===== src/rtl/awc_pkg.sv =====
package awc_pkg;

    // Datapath widths
    localparam int D_W     = 40;   // signed wheel denominators and numerator
    localparam int NORM_W  = 39;   // magnitudes fed to the normalizer
    localparam int XY_W    = 43;   // CORDIC x and y
    localparam int Z_W     = 32;   // CORDIC angle accumulator, Q30
    localparam int NUM_W   = 36;   // divider numerator and quotient
    localparam int DEN_W   = 18;   // divider divisor
    localparam int ATAN_N  = 30;   // CORDIC steps
    localparam int NORM_N  = 6;    // normalizer steps (shift by 32, 16, 8, 4, 2, 1)
    localparam int CHAIN_N = NORM_N + ATAN_N;
    localparam int LIM_W   = 15;
    localparam int ANG_W   = 16;
    localparam int RATE_W  = 24;

    // Configuration register indexes
    localparam logic [2:0] CFG_WHEEL_BASE  = 3'd0;
    localparam logic [2:0] CFG_TRACK       = 3'd1;
    localparam logic [2:0] CFG_WHEEL_RAD   = 3'd2;
    localparam logic [2:0] CFG_RIGHT_LIMIT = 3'd3;
    localparam logic [2:0] CFG_LEFT_LIMIT  = 3'd4;
    localparam logic [2:0] CFG_INVERT_REAR = 3'd5;

    // atan(2^-i) in Q30 radian
    localparam logic [30:0] ATAN_TAB [ATAN_N] = '{
        31'd843314857, 31'd497837829, 31'd263043837, 31'd133525159, 31'd67021687,
        31'd33543516, 31'd16775851, 31'd8388437, 31'd4194283, 31'd2097149,
        31'd1048576, 31'd524288, 31'd262144, 31'd131072, 31'd65536,
        31'd32768, 31'd16384, 31'd8192, 31'd4096, 31'd2048,
        31'd1024, 31'd512, 31'd256, 31'd128, 31'd64,
        31'd32, 31'd16, 31'd8, 31'd4, 31'd2
    };

    // Per-request flags that travel beside the cell chains
    typedef struct packed {
        logic valid;
        logic low_speed;
        logic pos;
        logic sing_l;
        logic sing_r;
        logic neg_l;
        logic neg_r;
        logic dneg_l;
        logic dneg_r;
    } meta_t;

    // Front end result handed to the cell chains
    typedef struct packed {
        meta_t               meta;
        logic [NORM_W-1:0]   ad_l;
        logic [NORM_W-1:0]   ad_r;
        logic [NORM_W-1:0]   an;
        logic [NUM_W-1:0]    num_l;
        logic [NUM_W-1:0]    num_r;
        logic [DEN_W-1:0]    den;
    } front_t;

endpackage


===== src/rtl/awc_div_cell.sv =====
module awc_div_cell (
    input  logic                            clk,
    input  logic [awc_pkg::DEN_W-1:0]       rem_in,
    input  logic [awc_pkg::NUM_W-1:0]       num_in,
    input  logic [awc_pkg::DEN_W-1:0]       den_in,
    output logic [awc_pkg::DEN_W-1:0]       rem_out,
    output logic [awc_pkg::NUM_W-1:0]       num_out,
    output logic [awc_pkg::DEN_W-1:0]       den_out
);

    logic [awc_pkg::DEN_W-1:0] rem_reg;
    logic [awc_pkg::NUM_W-1:0] num_reg;
    logic [awc_pkg::DEN_W-1:0] den_reg;
    logic [awc_pkg::DEN_W:0]   trial;
    logic [awc_pkg::DEN_W:0]   diff;
    logic                      ge;

    // One restoring step: the quotient bit replaces the numerator bit shifted out
    assign trial = {rem_in, num_in[awc_pkg::NUM_W-1]};
    assign ge    = trial >= {1'b0, den_in};
    assign diff  = trial - {1'b0, den_in};

    always_ff @(posedge clk)
    begin
        rem_reg <= ge ? diff[awc_pkg::DEN_W-1:0] : trial[awc_pkg::DEN_W-1:0];
        num_reg <= {num_in[awc_pkg::NUM_W-2:0], ge};
        den_reg <= den_in;
    end

    assign rem_out = rem_reg;
    assign num_out = num_reg;
    assign den_out = den_reg;

endmodule


===== config.mk =====
export PLATFORM = sky130hd
export DESIGN_NAME = awc_div_cell
export DESIGN_NICKNAME = d
export VERILOG_FILES = /design/src/rtl/awc_pkg.sv /design/src/rtl/awc_div_cell.sv
export SDC_FILE = /design/constraint.sdc
export NUM_CORES = 1
export LEC_CHECK = 0
export BUFFER_PORTS_ARGS = -buffer_cell sky130_fd_sc_hd__buf_2
export CAP_MARGIN = 20
export CORE_ASPECT_RATIO = 0.7
export CORE_MARGIN = 2
export CORE_UTILIZATION = 48
export DETAILED_ROUTE_END_ITERATION = 8
export PLACE_DENSITY_LB_ADDON = 0.25
export SLEW_MARGIN = 20
export SYNTH_ARGS = -nofsm -noshare
export SYNTH_HDL_FRONTEND = slang
export SYNTH_SLANG_ARGS = --single-unit
export TNS_END_PERCENT = 10

===== constraint.sdc =====
create_clock -name clk -period 4.3 [get_ports clk]
set_input_delay 0.86 -clock clk [delete_from_list [all_inputs] [get_ports clk]]
set_output_delay 0.86 -clock clk [all_outputs]
set_load 0.02 [all_outputs]

### After elaboration in Yosys (flattened, before gate mapping)

Index checks and enable logic that the tools add are counted.

| operators by class | value |
|---|---|
| add/sub/neg operators | 1 |
| multipliers | 0 |
| div/mod/pow operators | 0 |
| $lt $le $gt $ge | 1 |
| equality and inequality tests | 0 |
| shifts and indexed selects | 0 |
| mux-type cells | 1 |
| bitwise operators | 0 |
| reductions and logical operators | 0 |

Operators by type and width:

| kind | count |
|---|---|
| $ge A19 B18 Y1 | 1 |
| $mux W18 | 1 |
| $sub A18 B18 Y18 | 1 |

| word-level totals | value |
|---|---|
| register bits | 72 |
| latch bits | 0 |
| memory bits (writable) | 0 |
| memory bits (read-only) | 0 |
| logic and storage cells | 6 |
| memories kept | 0 |

### Depth between registers and ports, before layout

| depth | value |
|---|---|
| depth in word-level cells | 2 |
| gate-level depth with buffers | 11 |

### Worst setup path before layout

Ideal clock, no wire load.

| path | value |
|---|---|
| path kind | input port to flip-flop |
| start point | in den_in[4] (netlist name) |
| end point | reg rem_reg, in the netlist rem_out[10] |
| setup time | 0.121 ns |
| data arrival time | 2.835 ns |
| data required time | 4.179 ns |
| slack | 1.344 ns |
| cell stages on the path | 10 |
| buffers on the path | 2 |
| cell sequence | inv_1 -> ha_1 -> a21o_1 -> a31oi_1 -> a211oi_2 -> nor3_2 -> o211a_1 -> buf_6 -> buf_12 -> mux2_4 |

| between the ends | value |
|---|---|
| cells in the longest elaborated chain, start to end | 2 |
| elaborated cells between the ends (all ways) | 3 |
| classes of those cells | 1 x add/sub; 1 x order compare; 1 x mux |

Ends and longest elaborated chain:

| item | line | text |
|---|---|---|
| start, declared | awc_div_cell.sv:5 | `input logic [awc_pkg::DEN_W-1:0] den_in,` |
| $sub A18 B18 Y18 / $ge A19 B18 Y1 (equally long branches) | awc_div_cell.sv:21, awc_div_cell.sv:20 |  |
| $mux W18 (*) | awc_div_cell.sv:25 | `rem_reg <= ge ? diff[awc_pkg::DEN_W-1:0] : trial[awc_pkg::DEN_W-1:0];` |
| end signal, assigned | awc_div_cell.sv:25 |  |
| end, declared | awc_div_cell.sv:11 | `logic [awc_pkg::DEN_W-1:0] rem_reg;` |

Every way passes the cells marked *; elsewhere a longest branch is shown, timed or not.

### Worst setup path in the final report

| path | value |
|---|---|
| start point | in rem_in[3] (netlist name) |
| end point | reg rem_reg, in the netlist rem_out[8] |

| between the ends | value |
|---|---|
| cells in the longest elaborated chain, start to end | 2 |
| elaborated cells between the ends (all ways) | 3 |
| classes of those cells | 1 x add/sub; 1 x order compare; 1 x mux |

Ends and longest elaborated chain:

| item | line | text |
|---|---|---|
| start, declared | awc_div_cell.sv:3 | `input logic [awc_pkg::DEN_W-1:0] rem_in,` |
| $sub A18 B18 Y18 / $ge A19 B18 Y1 (equally long branches) | awc_div_cell.sv:21, awc_div_cell.sv:20 |  |
| $mux W18 (*) | awc_div_cell.sv:25 |  |

Marked as above.

==> out/metrics.csv <==
metric,value,unit
run_status,"finished, final reports clean",
io_pins,145,
buffers_inserted_by_post_cts_timing_repair,0,
ant_nets,0,
cts_tree,done,
netlist-cell-type-count,50,
last_weighted_congestion_value_of_the_routability_driven_placer,0.8302,
crit_chain,"buf_2, ha_1, a21o_1, a31oi_1, a211oi_2, nor3_2, o211a_1, buf_4, mux2_2",
cts.sink_count,72,
period_utilization,75.95,%
grt_setup_unrepaired,no,
drt-pass1-iter-count,4,
cts_made_buffers,9,
max_slew_headroom,70.10,%
synth_top_flop_cell,sky130_fd_sc_hd__dfxtp_1,
fin_setup_tns,0,ns
post-place-ws,0.6950,ns
critical_path_maximum_fanout,11,
first_iter_violations,108,
synth_area,0.002803,mm²
asyncSetResetFlopFracSynth,0,%
layout.core_utilization,67.07,%
globalRoute.totalOverflow,0,
hpwlAfterDp,5.098,mm
hold_path_depth,1,
routedWlPerCell,13.38,µm
fillCellCount,465,
crit_buf_inv,2,
vias,2329,
finalCriticalPeriod,3.266,ns
clock_pin_slew_worst_setup_and_hold_paths,0.08,ns
cp_data_arrival_time,3.50,ns
ctsHtreeMaxLevel,3,
finalHoldViolations,0,
holdWs,0.6092,ns
grt_pass1_wl,9.197,mm
synth_top_cell_by_area,sky130_fd_sc_hd__dfxtp_1,
die-height,67.93,µm
leakage_dissipation,0.001951,µW
timing.critical_path.slowest_cell_delay,0.47,ns
timing.fmax,0.3062,GHz
cp-start-kind,input port,
area.growth.synth_to_final,35.67,%
setup.worst_path.end_class,flop,
post_cts_resized,0,
synth-edff-count,0,
netlist_instances,253,
syn_nets,345,
setup-violations-final,0,
synth_area_per_inst,11.08,µm²
die_area,0.006476,mm²
worst-setup-path-type,in2reg,
route.final.wire_length,6.462,mm
diodes,0,
num_rows,23,
worstHoldPathType,in2reg,
slew_violations,0,
drive_gt1_share,45.59,%
drt-vias-per-instance,4.822,
grt_antenna_before_repair,0,
postSynthRegisterBits,72,
synth_seq_area_share,51.43,%
cellPowerDensity,470.1,mW/mm²
ys_warn_count,0,
drcViolationCount,0,
holdBufCountCts,0,
drv_cap,0,
nets_final,495,
multi_input_comb_area,0.001210,mm²
irDropWorstVdd,0.2514,mV
synth_top_cells_by_area,"sky130_fd_sc_hd__dfxtp_1, sky130_fd_sc_hd__ha_1, sky130_fd_sc_hd__mux2_2, sky130_fd_sc_hd__mux2_4, sky130_fd_sc_hd__inv_1",
max-clock-path-buffers,2,
synthDominantCellAreaShare,51.43,%
via_count_of_the_first_global_routing_pass,1969,
starting_density_of_the_core,49.44,%
maximum_number_of_pins_on_one_net_before_global_route_repair,14,
globalRouteTotalUtil,18.93,%
regArea,0.001441,mm²
clock-root-buffer,sky130_fd_sc_hd__clkbuf_8,
cp.required,4.54,ns
worstSetupPathDepth,9,
postLayoutSetupSlackWorst,1.034,ns
timing.critical_path.max_delay_family,compound AO/OA/AOI/OAI gates,
worst_path_max_delay_cell,sky130_fd_sc_hd__o211a_1,
p_total,1788,µW
fp.coreArea,0.005669,mm²
die-width,95.33,µm
worst-slew-pin-transition,0.4456,ns
io_buffer_count,144,
==> logic make-up (layout without fill, tap and decap cells) <==
| logic type | after synthesis | after routing | share of synthesized area, % |
|---|---|---|---|
| AOI/OAI and AO/OA | 48 | 48 | 12.59 |
| and+or+nand+nor | 56 | 56 | 10.40 |
| muxes | 19 | 19 | 8.304 |
| buffers and inverters | 29 | 184 | 5.402 |
| xor gates and xnor gates | 10 | 10 | 3.125 |
| adders and majority gates | 19 | 19 | 8.750 |
| DFF | 72 | 72 | 51.43 |
==> layout make-up <==
type	count	area share, %
clock inverter	6	3.027
sequential	72	37.91
inverter	23	2.270
timing repair buffer	145	19.15
clock buffer	10	3.356
tap	75	2.468
multi-input combinational	152	31.82
==> power breakdown <==
part	total, µW	internal (µW)	switching, µW
sequential	742	729	13.2
clock	654	390	264
combinational	392	168	224
total	1790	1290	501
==> synthesized netlist by cell type (all sizes together), types with 5 or more instances <==
master	number
a21o	6
nand3	6
dfxtp	72
ha	18
o21ai	7
nor2	14
a21oi	9
inv	23
nand2	16
xnor2	7
mux2	16
buf	5
nor3	5
==> cells in the final DEF (no fill, tap or decap), types with 2 or more instances in the layout <==
master,n
sky130_fd_sc_hd__buf_2,144
sky130_fd_sc_hd__dfxtp_1,72
sky130_fd_sc_hd__inv_1,23
sky130_fd_sc_hd__ha_1,18
sky130_fd_sc_hd__nand2_1,16
sky130_fd_sc_hd__nor2_1,14
sky130_fd_sc_hd__mux2_2,10
sky130_fd_sc_hd__a21oi_1,9
sky130_fd_sc_hd__clkbuf_8,9
sky130_fd_sc_hd__xnor2_1,7
sky130_fd_sc_hd__nand3_1,6
sky130_fd_sc_hd__o21ai_0,6
sky130_fd_sc_hd__mux2_4,6
sky130_fd_sc_hd__a21o_1,5
sky130_fd_sc_hd__a31oi_1,4
sky130_fd_sc_hd__nor3_1,4
sky130_fd_sc_hd__o211a_1,3
sky130_fd_sc_hd__a211oi_1,3
sky130_fd_sc_hd__a311oi_1,3
sky130_fd_sc_hd__mux2i_1,3
sky130_fd_sc_hd__xor2_1,3
sky130_fd_sc_hd__bufinv_16,3
sky130_fd_sc_hd__nor2b_1,2
sky130_fd_sc_hd__and3_1,2
sky130_fd_sc_hd__o21a_1,2
sky130_fd_sc_hd__nand2b_1,2
sky130_fd_sc_hd__or3_2,2
sky130_fd_sc_hd__inv_6,2
==> stage by stage <==
step	area, µm²	cells
2_1_floorplan	2803	253
4_1_cts	3802	483
6_report	3802	483
3_3_place_gp	3560	467
3_5_place_dp	3560	467
5_1_grt	3802	483
==> state kept, by name (all words and copies together) (netlist names) <==
| signal | flops |
|---|---|
| den_out | 18 |
| rem_out | 18 |
| num_out | 36 |
==> path summary, 6_finish.rpt <==
check,from,endpoint,slack [ns]
max,rem_in[3],rem_out[8],1.03
min,num_in[1],num_out[2],0.61
==> metal layers <==
layer,routed length (µm),GRT usage [%],vias to the layer above
met5,0,0,-
li1,-,-,1186
met3,709,8.590,7
met1,2831,23.93,1028
met4,75,5.254,0
met2,2846,29.40,108
(Power assumes the default switching activity.)
