[src/rtl/awc_pkg.sv]
package awc_pkg;

    // Datapath widths
    localparam int D_W     = 40;   // signed wheel denominators and numerator
    localparam int NORM_W  = 39;   // magnitudes fed to the normalizer
    localparam int XY_W    = 43;   // CORDIC x and y
    localparam int Z_W     = 32;   // CORDIC angle accumulator, Q30
    localparam int NUM_W   = 36;   // divider numerator and quotient
    localparam int DEN_W   = 18;   // divider divisor
    localparam int ATAN_N  = 30;   // CORDIC steps
    localparam int NORM_N  = 6;    // normalizer steps (shift by 32, 16, 8, 4, 2, 1)
    localparam int CHAIN_N = NORM_N + ATAN_N;
    localparam int LIM_W   = 15;
    localparam int ANG_W   = 16;
    localparam int RATE_W  = 24;

    // Configuration register indexes
    localparam logic [2:0] CFG_WHEEL_BASE  = 3'd0;
    localparam logic [2:0] CFG_TRACK       = 3'd1;
    localparam logic [2:0] CFG_WHEEL_RAD   = 3'd2;
    localparam logic [2:0] CFG_RIGHT_LIMIT = 3'd3;
    localparam logic [2:0] CFG_LEFT_LIMIT  = 3'd4;
    localparam logic [2:0] CFG_INVERT_REAR = 3'd5;

    // atan(2^-i) in Q30 radian
    localparam logic [30:0] ATAN_TAB [ATAN_N] = '{
        31'd843314857, 31'd497837829, 31'd263043837, 31'd133525159, 31'd67021687,
        31'd33543516, 31'd16775851, 31'd8388437, 31'd4194283, 31'd2097149,
        31'd1048576, 31'd524288, 31'd262144, 31'd131072, 31'd65536,
        31'd32768, 31'd16384, 31'd8192, 31'd4096, 31'd2048,
        31'd1024, 31'd512, 31'd256, 31'd128, 31'd64,
        31'd32, 31'd16, 31'd8, 31'd4, 31'd2
    };

    // Per-request flags that travel beside the cell chains
    typedef struct packed {
        logic valid;
        logic low_speed;
        logic pos;
        logic sing_l;
        logic sing_r;
        logic neg_l;
        logic neg_r;
        logic dneg_l;
        logic dneg_r;
    } meta_t;

    // Front end result handed to the cell chains
    typedef struct packed {
        meta_t               meta;
        logic [NORM_W-1:0]   ad_l;
        logic [NORM_W-1:0]   ad_r;
        logic [NORM_W-1:0]   an;
        logic [NUM_W-1:0]    num_l;
        logic [NUM_W-1:0]    num_r;
        logic [DEN_W-1:0]    den;
    } front_t;

endpackage

[src/rtl/awc_norm_cell.sv]
module awc_norm_cell #(
    parameter int SHIFT = 1
) (
    input  logic                            clk,
    input  logic [awc_pkg::NORM_W-1:0]      x_in,
    input  logic [awc_pkg::NORM_W-1:0]      y_in,
    output logic [awc_pkg::NORM_W-1:0]      x_out,
    output logic [awc_pkg::NORM_W-1:0]      y_out
);

    localparam logic [awc_pkg::NORM_W-1:0] LIMIT =
        awc_pkg::NORM_W'(1) << (awc_pkg::NORM_W - 1 - SHIFT);

    logic [awc_pkg::NORM_W-1:0] x_reg;
    logic [awc_pkg::NORM_W-1:0] y_reg;
    logic [awc_pkg::NORM_W-1:0] max_xy;

    // Shift both operands up while the larger stays below 2^38
    assign max_xy = (x_in > y_in) ? x_in : y_in;

    always_ff @(posedge clk)
    begin
        if (max_xy < LIMIT)
        begin
            x_reg <= x_in << SHIFT;
            y_reg <= y_in << SHIFT;
        end
        else
        begin
            x_reg <= x_in;
            y_reg <= y_in;
        end
    end

    assign x_out = x_reg;
    assign y_out = y_reg;

endmodule

[config.mk]
export PLATFORM = sky130hd
export DESIGN_NAME = awc_norm_cell
export DESIGN_NICKNAME = d
export VERILOG_FILES = /design/src/rtl/awc_pkg.sv /design/src/rtl/awc_norm_cell.sv
export SDC_FILE = /design/constraint.sdc
export NUM_CORES = 1
export LEC_CHECK = 0
export BUFFER_PORTS_ARGS = -buffer_cell sky130_fd_sc_hd__buf_4
export CELL_PAD_IN_SITES_DETAIL_PLACEMENT = 0
export CELL_PAD_IN_SITES_GLOBAL_PLACEMENT = 1
export CORE_ASPECT_RATIO = 1.4
export CORE_UTILIZATION = 30
export DETAILED_ROUTE_END_ITERATION = 10
export MAX_ROUTING_LAYER = met4
export PLACE_DENSITY = 0.72
export SYNTH_ARGS = -nofsm -noshare
export SYNTH_HDL_FRONTEND = slang
export SYNTH_SLANG_ARGS = --single-unit
[constraint.sdc]
create_clock -name clk -period 8.4 [get_ports clk]
set_input_delay 0.84 -clock clk [delete_from_list [all_inputs] [get_ports clk]]
set_output_delay 0.84 -clock clk [all_outputs]
set_load 0.03 [all_outputs]
======== Word-level counts from Yosys, hierarchy flattened ========
Cells that the tools add are included.
storage, ports and cells
  flip-flop bits (word level) ............. 78
  word-level logic and storage cells ...... 9
operators by class
  magnitude comparators ................... 2
  multiplexer cells ....................... 3
operators by type and width
  operator              count
  $mux 39               3
  $gt 39x39->1          1
  $lt 39x38->1 const B  1

======== Logic depth before layout (Yosys ltp) ========
  depth in word-level cells ............... 4
  mapped depth ............................ 11
  depth with buffers taken out ............ 9

======== Worst setup path before layout ========
No wires, ideal clock.
  path kind ............................... input -> register
  from .................................... input y_in[37] in the netlist's numbering
  to ...................................... register x_reg, in the netlist x_out[1]
  data arrival time ....................... 3,201 ps
  path slack .............................. 5,078 ps
  stages .................................. 10
  cells stage by stage .................... inv_1 ha_1 nand4_1 nor4_2 nand3_1 or3_1 o21ai_1 mux2i_1 buf_2 mux2_2
on the way
  cells in the longest elaborated chain, start to end .. 4
RTL lines
  element               line                 source
  from (decl)           awc_norm_cell.sv:6   input logic [awc_pkg::NORM_W-1:0] y_in,
  $gt 39x39->1          awc_norm_cell.sv:19  assign max_xy = (x_in > y_in) ? x_in : y_in;
  $mux 39 *             awc_norm_cell.sv:19
  $lt 39x38->1 *        awc_norm_cell.sv:23  if (max_xy < LIMIT)
  $mux 39 *             awc_norm_cell.sv:23
  to (signal assigned)  awc_norm_cell.sv:25  x_reg <= x_in << SHIFT;
  to (signal assigned)  awc_norm_cell.sv:30  x_reg <= x_in;
  to (decl)             awc_norm_cell.sv:14  logic [awc_pkg::NORM_W-1:0] x_reg;
Every way passes the cells marked *; elsewhere a longest branch is shown, timed or not.
A chain may end at the register's enable or synchronous reset.

======== Final worst setup path ========
  from .................................... input y_in[37] in the netlist's numbering
  to ...................................... register x_reg, in the netlist x_out[5]
The elaborated chain is that of the path after synthesis.

==> metrics.txt <==
# TYPE chip_impl_metric gauge
chip_impl_metric{name="place.detailed.hpwl",unit="microns"} 6688
chip_impl_info{name="crit_path_launch",value="y_in[37]"} 1
chip_impl_metric{name="postPlaceCellArea",unit="sq um"} 4747
chip_impl_metric{name="track_usage",unit="%"} 14.80
chip_impl_info{name="cts_tree",value="yes"} 1
chip_impl_metric{name="postCtsResizedCells",unit=""} 0
chip_impl_info{name="timing.setup.critical_path_class",value="in2reg"} 1
chip_impl_metric{name="synthesis.area",unit="sq um"} 3435
chip_impl_metric{name="ys_ff_latch",unit=""} 78
chip_impl_info{name="cp-end-kind",value="flip-flop"} 1
chip_impl_metric{name="postSynthCellCount",unit=""} 310
chip_impl_metric{name="pre_cts_ws",unit="ns"} 3.944
chip_impl_metric{name="htreeDepth",unit=""} 3
chip_impl_metric{name="antenna_violations_before_repair",unit=""} 0
chip_impl_metric{name="max_freq",unit="MHz"} 247.2
chip_impl_metric{name="clkSlewWorstSetupHoldPaths",unit="ns"} 0.06
chip_impl_info{name="outcome",value="complete, no violations"} 1
chip_impl_metric{name="hold_buffers",unit=""} 0
chip_impl_metric{name="die-area",unit="sq um"} 11890
chip_impl_metric{name="detail_route.vias_per_cell",unit=""} 4.531
chip_impl_metric{name="grt_start_max_net_pins",unit=""} 79
chip_impl_metric{name="initial_core_util",unit="%"} 31.28
chip_impl_metric{name="total_power",unit="W"} 0.001057
chip_impl_metric{name="num_antenna_cells",unit=""} 0
chip_impl_metric{name="worst_max_slew_pin_slew",unit="ns"} 1.132
chip_impl_metric{name="detail_route.wl_per_cell",unit="microns"} 13.70
chip_impl_metric{name="place.port_buffers",unit=""} 156
chip_impl_metric{name="critPathRequiredTime",unit="ns"} 8.62
chip_impl_metric{name="ioPinCount",unit=""} 157
chip_impl_metric{name="detailroute.wirelength.met2",unit="microns"} 4470
chip_impl_metric{name="cts_made_buffers",unit=""} 9
chip_impl_metric{name="synth.yosys.warnings",unit=""} 0
chip_impl_metric{name="nets",unit=""} 588
chip_impl_metric{name="finalMaxSlewViolations",unit=""} 0
chip_impl_metric{name="grt_pass1_vias",unit=""} 2858
chip_impl_metric{name="critical_path_arrival",unit="ns"} 4.27
chip_impl_metric{name="slew_headroom",unit="%"} 24.55
chip_impl_metric{name="drt_first_iter_violations",unit=""} 47
chip_impl_metric{name="die_w",unit="microns"} 92.43
chip_impl_info{name="ctsRootBufferMaster",value="sky130_fd_sc_hd__clkbuf_16"} 1
chip_impl_metric{name="dr_wl_met3",unit="microns"} 400
chip_impl_metric{name="register_area_share_after_synthesis",unit="%"} 45.46
chip_impl_metric{name="hold_violations",unit=""} 0
chip_impl_info{name="maxUsedRoutingLayer",value="met4"} 1
chip_impl_metric{name="areaGrowthSynthToFinish",unit="%"} 46.30
chip_impl_info{name="start_kind",value="primary input"} 1
chip_impl_metric{name="drc",unit=""} 0
chip_impl_metric{name="ir_drop",unit="V"} 0.0001193
chip_impl_metric{name="setup_viol",unit=""} 0
chip_impl_metric{name="finalWorstSetupSlack",unit="ns"} 4.355
chip_impl_metric{name="vias",unit=""} 2791
chip_impl_metric{name="dr.pass1.iters",unit=""} 4
chip_impl_metric{name="period_share",unit="%"} 48.15
chip_impl_metric{name="ant_nets",unit=""} 0
chip_impl_metric{name="postCtsSetupRepairBufs",unit=""} 0
chip_impl_metric{name="dieHeight",unit="microns"} 128.6
chip_impl_info{name="grt_setup_unrepaired",value="no"} 1
chip_impl_metric{name="clock-sinks",unit=""} 78
chip_impl_metric{name="syn-mean-instance-area",unit="sq um"} 11.08
chip_impl_metric{name="row_count",unit=""} 45
chip_impl_metric{name="p_leak",unit="nW"} 2.630
chip_impl_info{name="min_path_type",value="in2reg"} 1
chip_impl_info{name="hold_path_startpoint",value="x_in[0]"} 1
chip_impl_metric{name="syn_nets",unit=""} 428
chip_impl_metric{name="remaining_global_route_overflow",unit=""} 0
chip_impl_metric{name="met1_length",unit="microns"} 3393
chip_impl_metric{name="bufs_on_longest_clock_path",unit=""} 2
chip_impl_metric{name="setup-tns-final",unit="ns"} 0
chip_impl_metric{name="max_capacitance_violation_total",unit=""} 0
chip_impl_metric{name="fin_crit",unit="ns"} 4.045
chip_impl_metric{name="gp_routability_congestion",unit=""} 0.7136
chip_impl_metric{name="grt_first_pass_wirelength",unit="microns"} 13210
chip_impl_metric{name="yosysUniqueCellTypes",unit=""} 27
chip_impl_metric{name="drt-total-wl",unit="microns"} 8441
chip_impl_metric{name="placeableCoreArea",unit="sq um"} 10980
chip_impl_metric{name="stdcell_area",unit="sq um"} 5025
chip_impl_metric{name="critical_path.max_fanout",unit=""} 78
chip_impl_metric{name="drive_above_1_share",unit="%"} 44.42
chip_impl_metric{name="power.density",unit="nW/um^2"} 210.3
-- layer usage --
layer	up-vias	global-route usage [%]
met2	88	26.32
li1	1396	-
met4	0	7.169
met5	-	-
met1	1295	15.53
met3	12	2.896
-- placed cells by master, fill, tap and decap left out, drive strengths merged --
master	netlist	layout
nand3	5	5
nor2	5	5
a211oi	1	1
nand2	11	11
o211ai	1	1
o21ai	7	7
o22ai	1	1
and2	2	2
dfxtp	78	78
nor4	2	2
nand4	7	7
nand3b	1	1
buf	8	157
nor3	2	2
inv	43	43
a22oi	1	1
a221oi	3	3
clkbuf	0	11
a21oi	15	15
clkinvlp	0	4
clkinv	0	1
mux2	39	39
mux2i	38	38
or3	1	1
ha	39	39
-- cells in the mapped netlist --
cell | n | area share, %
sky130_fd_sc_hd__a21oi_1 | 15 | 2.2
sky130_fd_sc_hd__nand2_1 | 11 | 1.2
sky130_fd_sc_hd__mux2_2 | 37 | 12
sky130_fd_sc_hd__mux2i_1 | 38 | 11
sky130_fd_sc_hd__nor4_2 | 1 | 0.36
sky130_fd_sc_hd__dfxtp_1 | 78 | 45
sky130_fd_sc_hd__buf_2 | 5 | 0.73
sky130_fd_sc_hd__nor2_1 | 5 | 0.55
sky130_fd_sc_hd__nand3b_1 | 1 | 0.22
sky130_fd_sc_hd__a22oi_1 | 1 | 0.22
sky130_fd_sc_hd__and2_1 | 2 | 0.36
sky130_fd_sc_hd__ha_1 | 39 | 14
sky130_fd_sc_hd__mux2_1 | 2 | 0.66
sky130_fd_sc_hd__nand4_1 | 7 | 1.3
sky130_fd_sc_hd__o211ai_1 | 1 | 0.22
sky130_fd_sc_hd__o21ai_1 | 1 | 0.15
sky130_fd_sc_hd__inv_1 | 43 | 4.7
sky130_fd_sc_hd__buf_6 | 2 | 0.66
sky130_fd_sc_hd__o22ai_1 | 1 | 0.18
sky130_fd_sc_hd__o21ai_0 | 6 | 0.87
sky130_fd_sc_hd__nor4_1 | 1 | 0.18
sky130_fd_sc_hd__buf_4 | 1 | 0.22
sky130_fd_sc_hd__nor3_1 | 2 | 0.29
sky130_fd_sc_hd__a221oi_1 | 3 | 0.77
sky130_fd_sc_hd__nand3_1 | 5 | 0.73
sky130_fd_sc_hd__or3_1 | 1 | 0.18
sky130_fd_sc_hd__a211oi_1 | 1 | 0.22
-- layout make-up --
| cell class | count | area, sq um |
|---|---|---|
| flip-flops and latches | 78 | 1562 |
| clock inverters | 5 | 35.03 |
| well taps | 141 | 176.4 |
| clock buffers | 11 | 242.7 |
| repair buffers | 157 | 1179 |
| multi-input cells | 181 | 1669 |
| inverters | 43 | 161.4 |
| fillers | 1090 | 5954 |
-- registers in the layout, indices dropped and copies added, names as in the netlist --
name   cells
y_out     39
x_out     39
-- path summary, 6_finish.rpt --
| check | endpoint | slack [ns] | cells past startpoint |
|---|---|---|---|
| hold / removal | x_out[0] | 0.73 | 2 |
| setup / recovery | x_out[5] | 4.36 | 11 |
-- critical path: stages --
cell and delay (ns):
sky130_fd_sc_hd__buf_4 0.08, sky130_fd_sc_hd__inv_1 0.06, sky130_fd_sc_hd__ha_1 0.31, sky130_fd_sc_hd__nand4_1 0.22, sky130_fd_sc_hd__nor4_2 0.45, sky130_fd_sc_hd__nand3_1 0.16
sky130_fd_sc_hd__or3_1 0.37, sky130_fd_sc_hd__o21ai_1 0.16, sky130_fd_sc_hd__mux2i_4 0.26, sky130_fd_sc_hd__buf_4 0.86, sky130_fd_sc_hd__mux2_2 0.42
-- power breakdown --
part	leakage (nW)	internal, W	total, W	switching (W)
registers	0.658	0.000409	0.000421	0.0000118
clock network	0.124	0.000207	0.000358	0.000150
logic	1.85	0.000122	0.000278	0.000155
-- cell families (layout without fill, tap and decap cells) --
kind of cell	Yosys count	count (layout)	share of synthesized area, %
AOI/OAI and AO/OA	29	29	4.809
muxes	77	77	23.86
and+or+nand+nor	36	36	5.355
adders and majority gates	39	39	14.21
DFF	78	78	45.46
buffers and inverters	51	216	6.302
-- per-stage QoR --
step / cells / hold WS, ns / utilization (%)
CTS: 616 / 0.7150 / 45.77
global placement: 600 / 1.061 / 43.24
global route: 616 / 0.7218 / 45.77
floorplan: 310 / 0.9617 / -
detailed placement: 600 / 1.067 / 43.24
finish: 616 / 0.7260 / 45.77
Note: power is estimated with default switching activity, not from simulation.
