**src/rtl/awc_pkg.sv**
```systemverilog
package awc_pkg;

    // Datapath widths
    localparam int D_W     = 40;   // signed wheel denominators and numerator
    localparam int NORM_W  = 39;   // magnitudes fed to the normalizer
    localparam int XY_W    = 43;   // CORDIC x and y
    localparam int Z_W     = 32;   // CORDIC angle accumulator, Q30
    localparam int NUM_W   = 36;   // divider numerator and quotient
    localparam int DEN_W   = 18;   // divider divisor
    localparam int ATAN_N  = 30;   // CORDIC steps
    localparam int NORM_N  = 6;    // normalizer steps (shift by 32, 16, 8, 4, 2, 1)
    localparam int CHAIN_N = NORM_N + ATAN_N;
    localparam int LIM_W   = 15;
    localparam int ANG_W   = 16;
    localparam int RATE_W  = 24;

    // Configuration register indexes
    localparam logic [2:0] CFG_WHEEL_BASE  = 3'd0;
    localparam logic [2:0] CFG_TRACK       = 3'd1;
    localparam logic [2:0] CFG_WHEEL_RAD   = 3'd2;
    localparam logic [2:0] CFG_RIGHT_LIMIT = 3'd3;
    localparam logic [2:0] CFG_LEFT_LIMIT  = 3'd4;
    localparam logic [2:0] CFG_INVERT_REAR = 3'd5;

    // atan(2^-i) in Q30 radian
    localparam logic [30:0] ATAN_TAB [ATAN_N] = '{
        31'd843314857, 31'd497837829, 31'd263043837, 31'd133525159, 31'd67021687,
        31'd33543516, 31'd16775851, 31'd8388437, 31'd4194283, 31'd2097149,
        31'd1048576, 31'd524288, 31'd262144, 31'd131072, 31'd65536,
        31'd32768, 31'd16384, 31'd8192, 31'd4096, 31'd2048,
        31'd1024, 31'd512, 31'd256, 31'd128, 31'd64,
        31'd32, 31'd16, 31'd8, 31'd4, 31'd2
    };

    // Per-request flags that travel beside the cell chains
    typedef struct packed {
        logic valid;
        logic low_speed;
        logic pos;
        logic sing_l;
        logic sing_r;
        logic neg_l;
        logic neg_r;
        logic dneg_l;
        logic dneg_r;
    } meta_t;

    // Front end result handed to the cell chains
    typedef struct packed {
        meta_t               meta;
        logic [NORM_W-1:0]   ad_l;
        logic [NORM_W-1:0]   ad_r;
        logic [NORM_W-1:0]   an;
        logic [NUM_W-1:0]    num_l;
        logic [NUM_W-1:0]    num_r;
        logic [DEN_W-1:0]    den;
    } front_t;

endpackage

```
**src/rtl/awc_front.sv**
```systemverilog
module awc_front (
    input  logic                        clk,
    input  logic                        rst_n,
    input  logic                        accept,
    input  logic signed [18:0]          fwd_speed,
    input  logic signed [20:0]          turn_rate,
    input  logic [17:0]                 wheel_base_len,
    input  logic [17:0]                 track_len,
    input  logic [17:0]                 wheel_rad,
    output awc_pkg::front_t             front
);

    // Stage 1 registers
    logic                               v1_valid_reg;
    logic signed [18:0]                 v1_reg;
    logic signed [20:0]                 w1_reg;
    logic signed [awc_pkg::D_W-1:0]     tw1_reg;
    logic signed [awc_pkg::D_W-1:0]     n21_reg;
    logic signed [awc_pkg::D_W-1:0]     tw_prod;
    logic signed [awc_pkg::D_W-1:0]     n2_prod;

    // Stage 2 registers
    logic                               v2_valid_reg;
    logic [awc_pkg::D_W-1:0]            adl2_reg;
    logic [awc_pkg::D_W-1:0]            adr2_reg;
    logic [awc_pkg::D_W-1:0]            an2_reg;
    logic [18:0]                        av2_reg;
    logic                               low2_reg;
    logic                               pos2_reg;
    logic                               negl2_reg;
    logic                               negr2_reg;
    logic                               dnegl2_reg;
    logic                               dnegr2_reg;
    logic signed [awc_pkg::D_W-1:0]     vsh;
    logic signed [awc_pkg::D_W-1:0]     dl;
    logic signed [awc_pkg::D_W-1:0]     dr;

    // Stage 3 signals
    logic [31:0]                        sl_prod;
    logic [31:0]                        sr_prod;
    logic [31:0]                        av_sh;
    logic [17:0]                        rad;
    logic [awc_pkg::D_W-1:0]            suml;
    logic [awc_pkg::D_W-1:0]            sumr;
    awc_pkg::front_t                    front_reg;

    // Products of the track and wheel base with the yaw rate
    assign tw_prod = $signed({1'b0, track_len}) * turn_rate;
    assign n2_prod = $signed({1'b0, wheel_base_len, 1'b0}) * turn_rate;

    always_ff @(posedge clk or negedge rst_n)
    begin
        if (!rst_n)
        begin
            v1_valid_reg <= 1'b0;
        end
        else
        begin
            v1_valid_reg <= accept;
        end
    end

    always_ff @(posedge clk)
    begin
        v1_reg  <= fwd_speed;
        w1_reg  <= turn_rate;
        tw1_reg <= tw_prod;
        n21_reg <= n2_prod;
    end

    // Wheel denominators, in units of 2^-17 metre per second
    assign vsh = {{4{v1_reg[18]}}, v1_reg, 17'b0};
    assign dl  = vsh - tw1_reg;
    assign dr  = vsh + tw1_reg;

    always_ff @(posedge clk or negedge rst_n)
    begin
        if (!rst_n)
        begin
            v2_valid_reg <= 1'b0;
        end
        else
        begin
            v2_valid_reg <= v1_valid_reg;
        end
    end

    always_ff @(posedge clk)
    begin
        adl2_reg   <= dl[awc_pkg::D_W-1] ? 40'(-dl) : 40'(dl);
        adr2_reg   <= dr[awc_pkg::D_W-1] ? 40'(-dr) : 40'(dr);
        an2_reg    <= n21_reg[awc_pkg::D_W-1] ? 40'(-n21_reg) : 40'(n21_reg);
        av2_reg    <= v1_reg[18] ? 19'(-v1_reg) : 19'(v1_reg);
        low2_reg   <= (v1_reg[18] ? 19'(-v1_reg) : 19'(v1_reg)) < 19'd7;
        pos2_reg   <= (w1_reg == 21'sd0) ||
                      ((!w1_reg[20]) == ((!v1_reg[18]) && (v1_reg != 19'sd0)));
        negl2_reg  <= n21_reg[awc_pkg::D_W-1] != dl[awc_pkg::D_W-1];
        negr2_reg  <= n21_reg[awc_pkg::D_W-1] != dr[awc_pkg::D_W-1];
        dnegl2_reg <= dl[awc_pkg::D_W-1];
        dnegr2_reg <= dr[awc_pkg::D_W-1];
    end

    // Near-singular test: |d| * 1e6 < |v| * 2^17, reduced by 64 on both sides
    assign sl_prod = 32'(adl2_reg[17:0]) * 32'd15625;
    assign sr_prod = 32'(adr2_reg[17:0]) * 32'd15625;
    assign av_sh   = 32'({av2_reg, 11'b0});

    // Rear numerator with rounding offset, pre-divided by 512
    assign rad  = (wheel_rad == 18'd0) ? 18'd1 : wheel_rad;
    assign suml = adl2_reg + 40'({rad, 8'b0});
    assign sumr = adr2_reg + 40'({rad, 8'b0});

    // Stage 3 register handed to the cell chains
    always_ff @(posedge clk or negedge rst_n)
    begin
        if (!rst_n)
        begin
            front_reg <= '0;
        end
        else
        begin
            front_reg.meta.valid     <= v2_valid_reg;
            front_reg.meta.low_speed <= low2_reg;
            front_reg.meta.pos       <= pos2_reg;
            front_reg.meta.sing_l    <= (adl2_reg[39:18] == 22'd0) && (sl_prod < av_sh);
            front_reg.meta.sing_r    <= (adr2_reg[39:18] == 22'd0) && (sr_prod < av_sh);
            front_reg.meta.neg_l     <= negl2_reg;
            front_reg.meta.neg_r     <= negr2_reg;
            front_reg.meta.dneg_l    <= dnegl2_reg;
            front_reg.meta.dneg_r    <= dnegr2_reg;
            front_reg.ad_l           <= adl2_reg[awc_pkg::NORM_W-1:0];
            front_reg.ad_r           <= adr2_reg[awc_pkg::NORM_W-1:0];
            front_reg.an             <= an2_reg[awc_pkg::NORM_W-1:0];
            front_reg.num_l          <= 36'(suml[39:9]);
            front_reg.num_r          <= 36'(sumr[39:9]);
            front_reg.den            <= rad;
        end
    end

    assign front = front_reg;

endmodule

```
**config.mk**
```make
export PLATFORM = sky130hd
export DESIGN_NAME = awc_front
export DESIGN_NICKNAME = d
export VERILOG_FILES = /design/src/rtl/awc_pkg.sv /design/src/rtl/awc_front.sv
export SDC_FILE = /design/constraint.sdc
export NUM_CORES = 2
export LEC_CHECK = 0
export BUFFER_PORTS_ARGS = -buffer_cell sky130_fd_sc_hd__clkbuf_2
export CAP_MARGIN = 20
export CORE_MARGIN = 5
export CORE_UTILIZATION = 35
export CTS_CLUSTER_DIAMETER = 200
export DETAILED_ROUTE_END_ITERATION = 6
export MAX_ROUTING_LAYER = met4
export PLACE_DENSITY_LB_ADDON = 0.25
export RECOVER_POWER = 100
export REMOVE_ABC_BUFFERS = 1
export SLEW_MARGIN = 20
export SYNTH_ARGS = -nofsm -noshare
export SYNTH_HDL_FRONTEND = slang
export SYNTH_SLANG_ARGS = --single-unit
export TNS_END_PERCENT = 50
```
**constraint.sdc**
```tcl
create_clock -name clk -period 12.9 [get_ports clk]
set_input_delay 1.29 -clock clk [delete_from_list [all_inputs] [get_ports clk]]
set_output_delay 1.29 -clock clk [all_outputs]
set_load 0.005 [all_outputs]
```
# After elaboration in Yosys (flattened, before gate mapping)
# Index checks and enable logic that the tools add are counted.
# op_classes
addsub	8
mux	5
n_eq_ne	3
order_cmp	3
mul	4
reduce_logical	11
# ops
op	count
$mux W39	3
$add A40 B26 Y40	2
$neg A40 Y40	2
$lt A32 B30 Y1	2
$mul A18 B14 Y32 const B	2
$logic_not A22 Y1	2
$add A36 B40 Y40	1
$mul A19 B21 Y40	1
$sub A36 B40 Y40	1
$mul A19 B21 Y39	1
$neg A39 Y39	1
$logic_not A21 Y1	1
$lt A19 B3 Y1 const B	1
$mux W19	1
$neg A19 Y19	1
$reduce_bool A19 Y1	1
$logic_not A18 Y1	1
$mux W18	1
$logic_and A1 B1 Y1	3
$logic_not A1 Y1	2
$ne A1 B1 Y1	2
$eq A1 B1 Y1	1
$logic_or A1 B1 Y1	1
# totals
in_bits	97
output_inout_bits	216
ff_bits	471

# Longest topological paths before layout
# logic_depth
word_depth	4
ltp_mapped	33
ltp_nobuf	33

# Worst setup path before layout
# OpenSTA, ideal clock, no wires.
# synth_path
path_kind	input -> register
startpoint	input port turn_rate[10]
endpoint	register n21_reg[39] (netlist bit)
path_slack_ns	5.449
arrival_time_ns	7.378
cell_stages	24
path_cell_list	clkbuf_1 clkbuf_1 nand2_1 fa_1 inv_1 fa_1 fa_1 inv_1 fa_1 fa_1 fa_1 inv_1 ha_1 a21o_1 a21o_1 a221o_1 nor3b_1 o21ai_0 o221ai_1 a21boi_0 a311o_1 a21o_1 a21oi_1 xnor2_1
# synth_via
elab_chain_len	1
# synth_lines
element	line	rtl
from (decl)	awc_front.sv:6	input logic signed [20:0] turn_rate,
$mul A19 B21 Y39	awc_front.sv:49	assign n2_prod = $signed({1'b0, wheel_base_len, 1'b0}) * turn_rate;
net n2_prod, one bit	awc_front.sv:20	logic signed [awc_pkg::D_W-1:0] n2_prod;
to (signal assigned)	awc_front.sv:68	n21_reg <= n2_prod;
to (decl)	awc_front.sv:18	logic signed [awc_pkg::D_W-1:0] n21_reg;
# The timed path passes the listed nets, and every way through them passes these cells.
# A chain may end at the register's enable or synchronous reset.

# Worst setup path in the final report
# layout_path
startpoint	input port turn_rate[14]
endpoint	register n21_reg[39] (netlist bit)
# Same word-level chain as after synthesis.

==> key figures <==
Outcome
  – Status: finished, violations left
  – Failing checks: capacitance limit, slew limit

Yosys
  – Register area share after synthesis: 19.2%
  – Synth top area share: 32.9%
  – Post-synth EDFFs: 0
  – Syn_area_per_cell: 9.68 sq um
  – Synth top area cells: fa_1, ha_1, dfxtp_1
  – Cell variety after synth: 80
  – Synthesized cell area: 54000 sq um
  – Mapped Cells: 5578
  – Leading area contributor after synthesis: fa_1
  – Yosys warns: 0
  – Async SR Flop Fraction: 44.1%
  – Top_reg_cell synth: dfxtp_1
  – Synthesis-stage register bit count: 467

Final layout
  – Max FFs per register: 204
  – Nets@finish: 7274
  – Fillers: 15563
  – Share of cells above drive strength 1: 4.71%
  – Most frequent cells in the layout: inv_1, fa_1, nand2_1
  – Most common cell after layout, fill and taps aside: inv_1
  – Synth-to-Final Area Change: 9.46%

Route
  – Drt first pass iters: 6
  – Avg Vias per Cell: 4.81
  – Wirelength per Cell: 18.3 microns
  – Total number of vias: 37747
  – Antenna viol nets, final: 0
  – Drt drc: 0
  – Initial DRC count: 1701
  – Post-Route WL: 143000 microns

Timing
  – Period Utilization, post-route: 69.8%
  – Final min period: 9.01 ns
  – Setup tns final: 0 ns
  – Unrepaired setup endpoints after global routing: false
  – Max Clock Freq: 111 MHz
  – Slew margin rel.: -213%
  – # setup viols final: 0
  – Worst Clk Skew: 0.0493 ns
  – Final hold vios: 0
  – Fin. max-slew vios: 940
  – Tightest Pin Transition: 4.69 ns

CTS
  – Clk pin slew, worst setup/hold paths: 0.06 ns
  – Clk Latency, worst-skew pair: 0.68 ns
  – Clock Tree Buf Depth: 3
  – Post-CTS setup buffer count: 0
  – CTS H-tree depth: 2
  – CTS buffer count: 56
  – CTS Sinks: 467
  – CTS root buffer: clkbuf_16
  – CTS tree: yes
  – Post-cts sizing count: 0
  – Hold Buf Count CTS: 0

GRT
  – Largest net degree at the start of global routing: 80
  – Initial antenna violation count: 8
  – GRT Total Usage: 18.2%
  – Grt ovf: 0
  – First-pass GRT wire length: 227000 microns
  – Vias in the first global route: 39497

Setup path
  – CP required: 13.46 ns
  – Worst-path fanout max: 37
  – FF-to-FF End: front[211]$_DFF_PN0_
  – Crit path launch type: input pin
  – Crit path arrival time: 9.57 ns
  – R2r worst-path depth: 29
  – Reg2Reg Setup Slack: 4.75 ns
  – R2R Path Start: adl2_reg[0]$_DFF_P_
  – CP Class: input pin to flip-flop
  – CP endpoint kind: flip-flop

Worst hold path
  – Hold EP: front[104]$_DFF_PN0_
  – Hold Startpoint: an2_reg[14]$_DFF_P_
  – Worst hold path type: flip-flop to flip-flop
  – Hold depth: 0

Place
  – HPWL after DPL: 118000 microns
  – Placer Congestion: 0.866
  – Port-buffer cells: 301

Floorplan
  – Die width: 403 microns
  – I/O pin cnt: 313
  – Rows: 144
  – Core ar.: 154000 sq um
  – Initial Utilization: 35.1%
  – Die ar.: 162000 sq um
  – Die Y: 403 microns

Run
  – Max_cap viols: 23
-- synth_stat cells, drive strengths merged (14+ instances only) --
cell type  count
a211oi        15
a21o          59
a21oi        169
a31oi         30
and2         356
and3          33
buf           34
clkbuf       195
dfrtp        206
dfxtp        261
fa           888
ha           542
inv         1078
nand2        553
nand2b        34
nand3         52
nand4         20
nor2         172
nor2b         38
nor3          66
nor4          30
o21a          29
o21ai        111
o21bai        25
o31ai         29
o41ai         14
or2           14
or3           24
xnor2        267
xor2          85
-- how the worst max path moves through the flow --
stage	start	endpoint	slack (ns)
floorplan	adr2_reg[1]$_DFF_P_	front[211]$_DFF_PN0_	5.63
global placement	turn_rate[10]	n21_reg[39]$_DFF_P_	4.47
detailed placement	turn_rate[9]	n21_reg[39]$_DFF_P_	4.40
CTS	adl2_reg[0]$_DFF_P_	front[211]$_DFF_PN0_	4.73
global route	turn_rate[14]	n21_reg[39]$_DFF_P_	3.51
finish	turn_rate[14]	n21_reg[39]$_DFF_P_	3.89
-- metal layers --
| metal | vias up | global-route usage (%) | part of all wire (%) |
|---|---|---|---|
| met5 | - | - | 0 |
| met4 | 0 | 3.64 | 2.0 |
| met3 | 139 | 1.86 | 4.0 |
| met2 | 826 | 28.8 | 46 |
| met1 | 19170 | 25.6 | 48 |
| li1 | 17612 | - | - |
-- critical path: stages --
cell and delay [ns]:
clkbuf_2 0.08, clkbuf_1 1.67, nand2_1 0.25, fa_1 0.64, inv_1 0.05, fa_1 0.52
fa_1 0.43, fa_1 0.53, inv_1 0.06, fa_1 0.53, inv_1 0.05, fa_1 0.43
ha_1 0.36, a21oi_1 0.18, o21bai_1 0.08, a21oi_1 0.22, nor3b_1 0.27, o21ai_0 0.27
o221ai_1 0.43, a21boi_0 0.31, a311o_1 0.41, a21o_1 0.16, a21oi_1 0.16, xnor2_1 0.13
-- area by class of cell --
cell class              instances  area, sq um  area share (%)
well taps                    2044         2560            4.33
diodes                          4         10.0          0.0169
clock inverters                31          394           0.667
flip-flops and latches        467        10400            17.6
repair buffers                330         1420            2.41
multi-input cells            3813        38700            65.4
inverters                    1079         4050            6.85
clock buffers                  75         1620            2.74
-- logic make-up after synthesis --
kind of cell             after synthesis  synth area share, %
AND/OR/NAND/NOR                     1441                 13.3
adder cells (fa/ha/maj)             1430                 45.5
buffers and inverters               1308                 9.25
AO/OA/AOI/OAI                        576                 6.89
flip-flops                           467                 19.2
XOR/XNOR                             352                 5.74
multiplexers                           3               0.0579
other                                  1              0.00695
-- stage by stage --
stage	util (%)	hold slack (ns)	setup slack (ns)	instances	instance area, sq um
6_report	38.4	0.320	3.89	7843	59100
5_1_grt	38.4	0.324	3.51	7840	59100
4_1_cts	38.6	0.323	4.73	7839	59400
3_5_place_dp	37.3	0.320	4.40	7733	57400
3_3_place_gp	37.3	0.317	4.47	7733	57400
2_1_floorplan	-	0.316	5.63	5359	53100
Power is left out: the tool's default activity adds up to more than one toggle a clock period on the data nets, which glitch-free logic cannot reach.
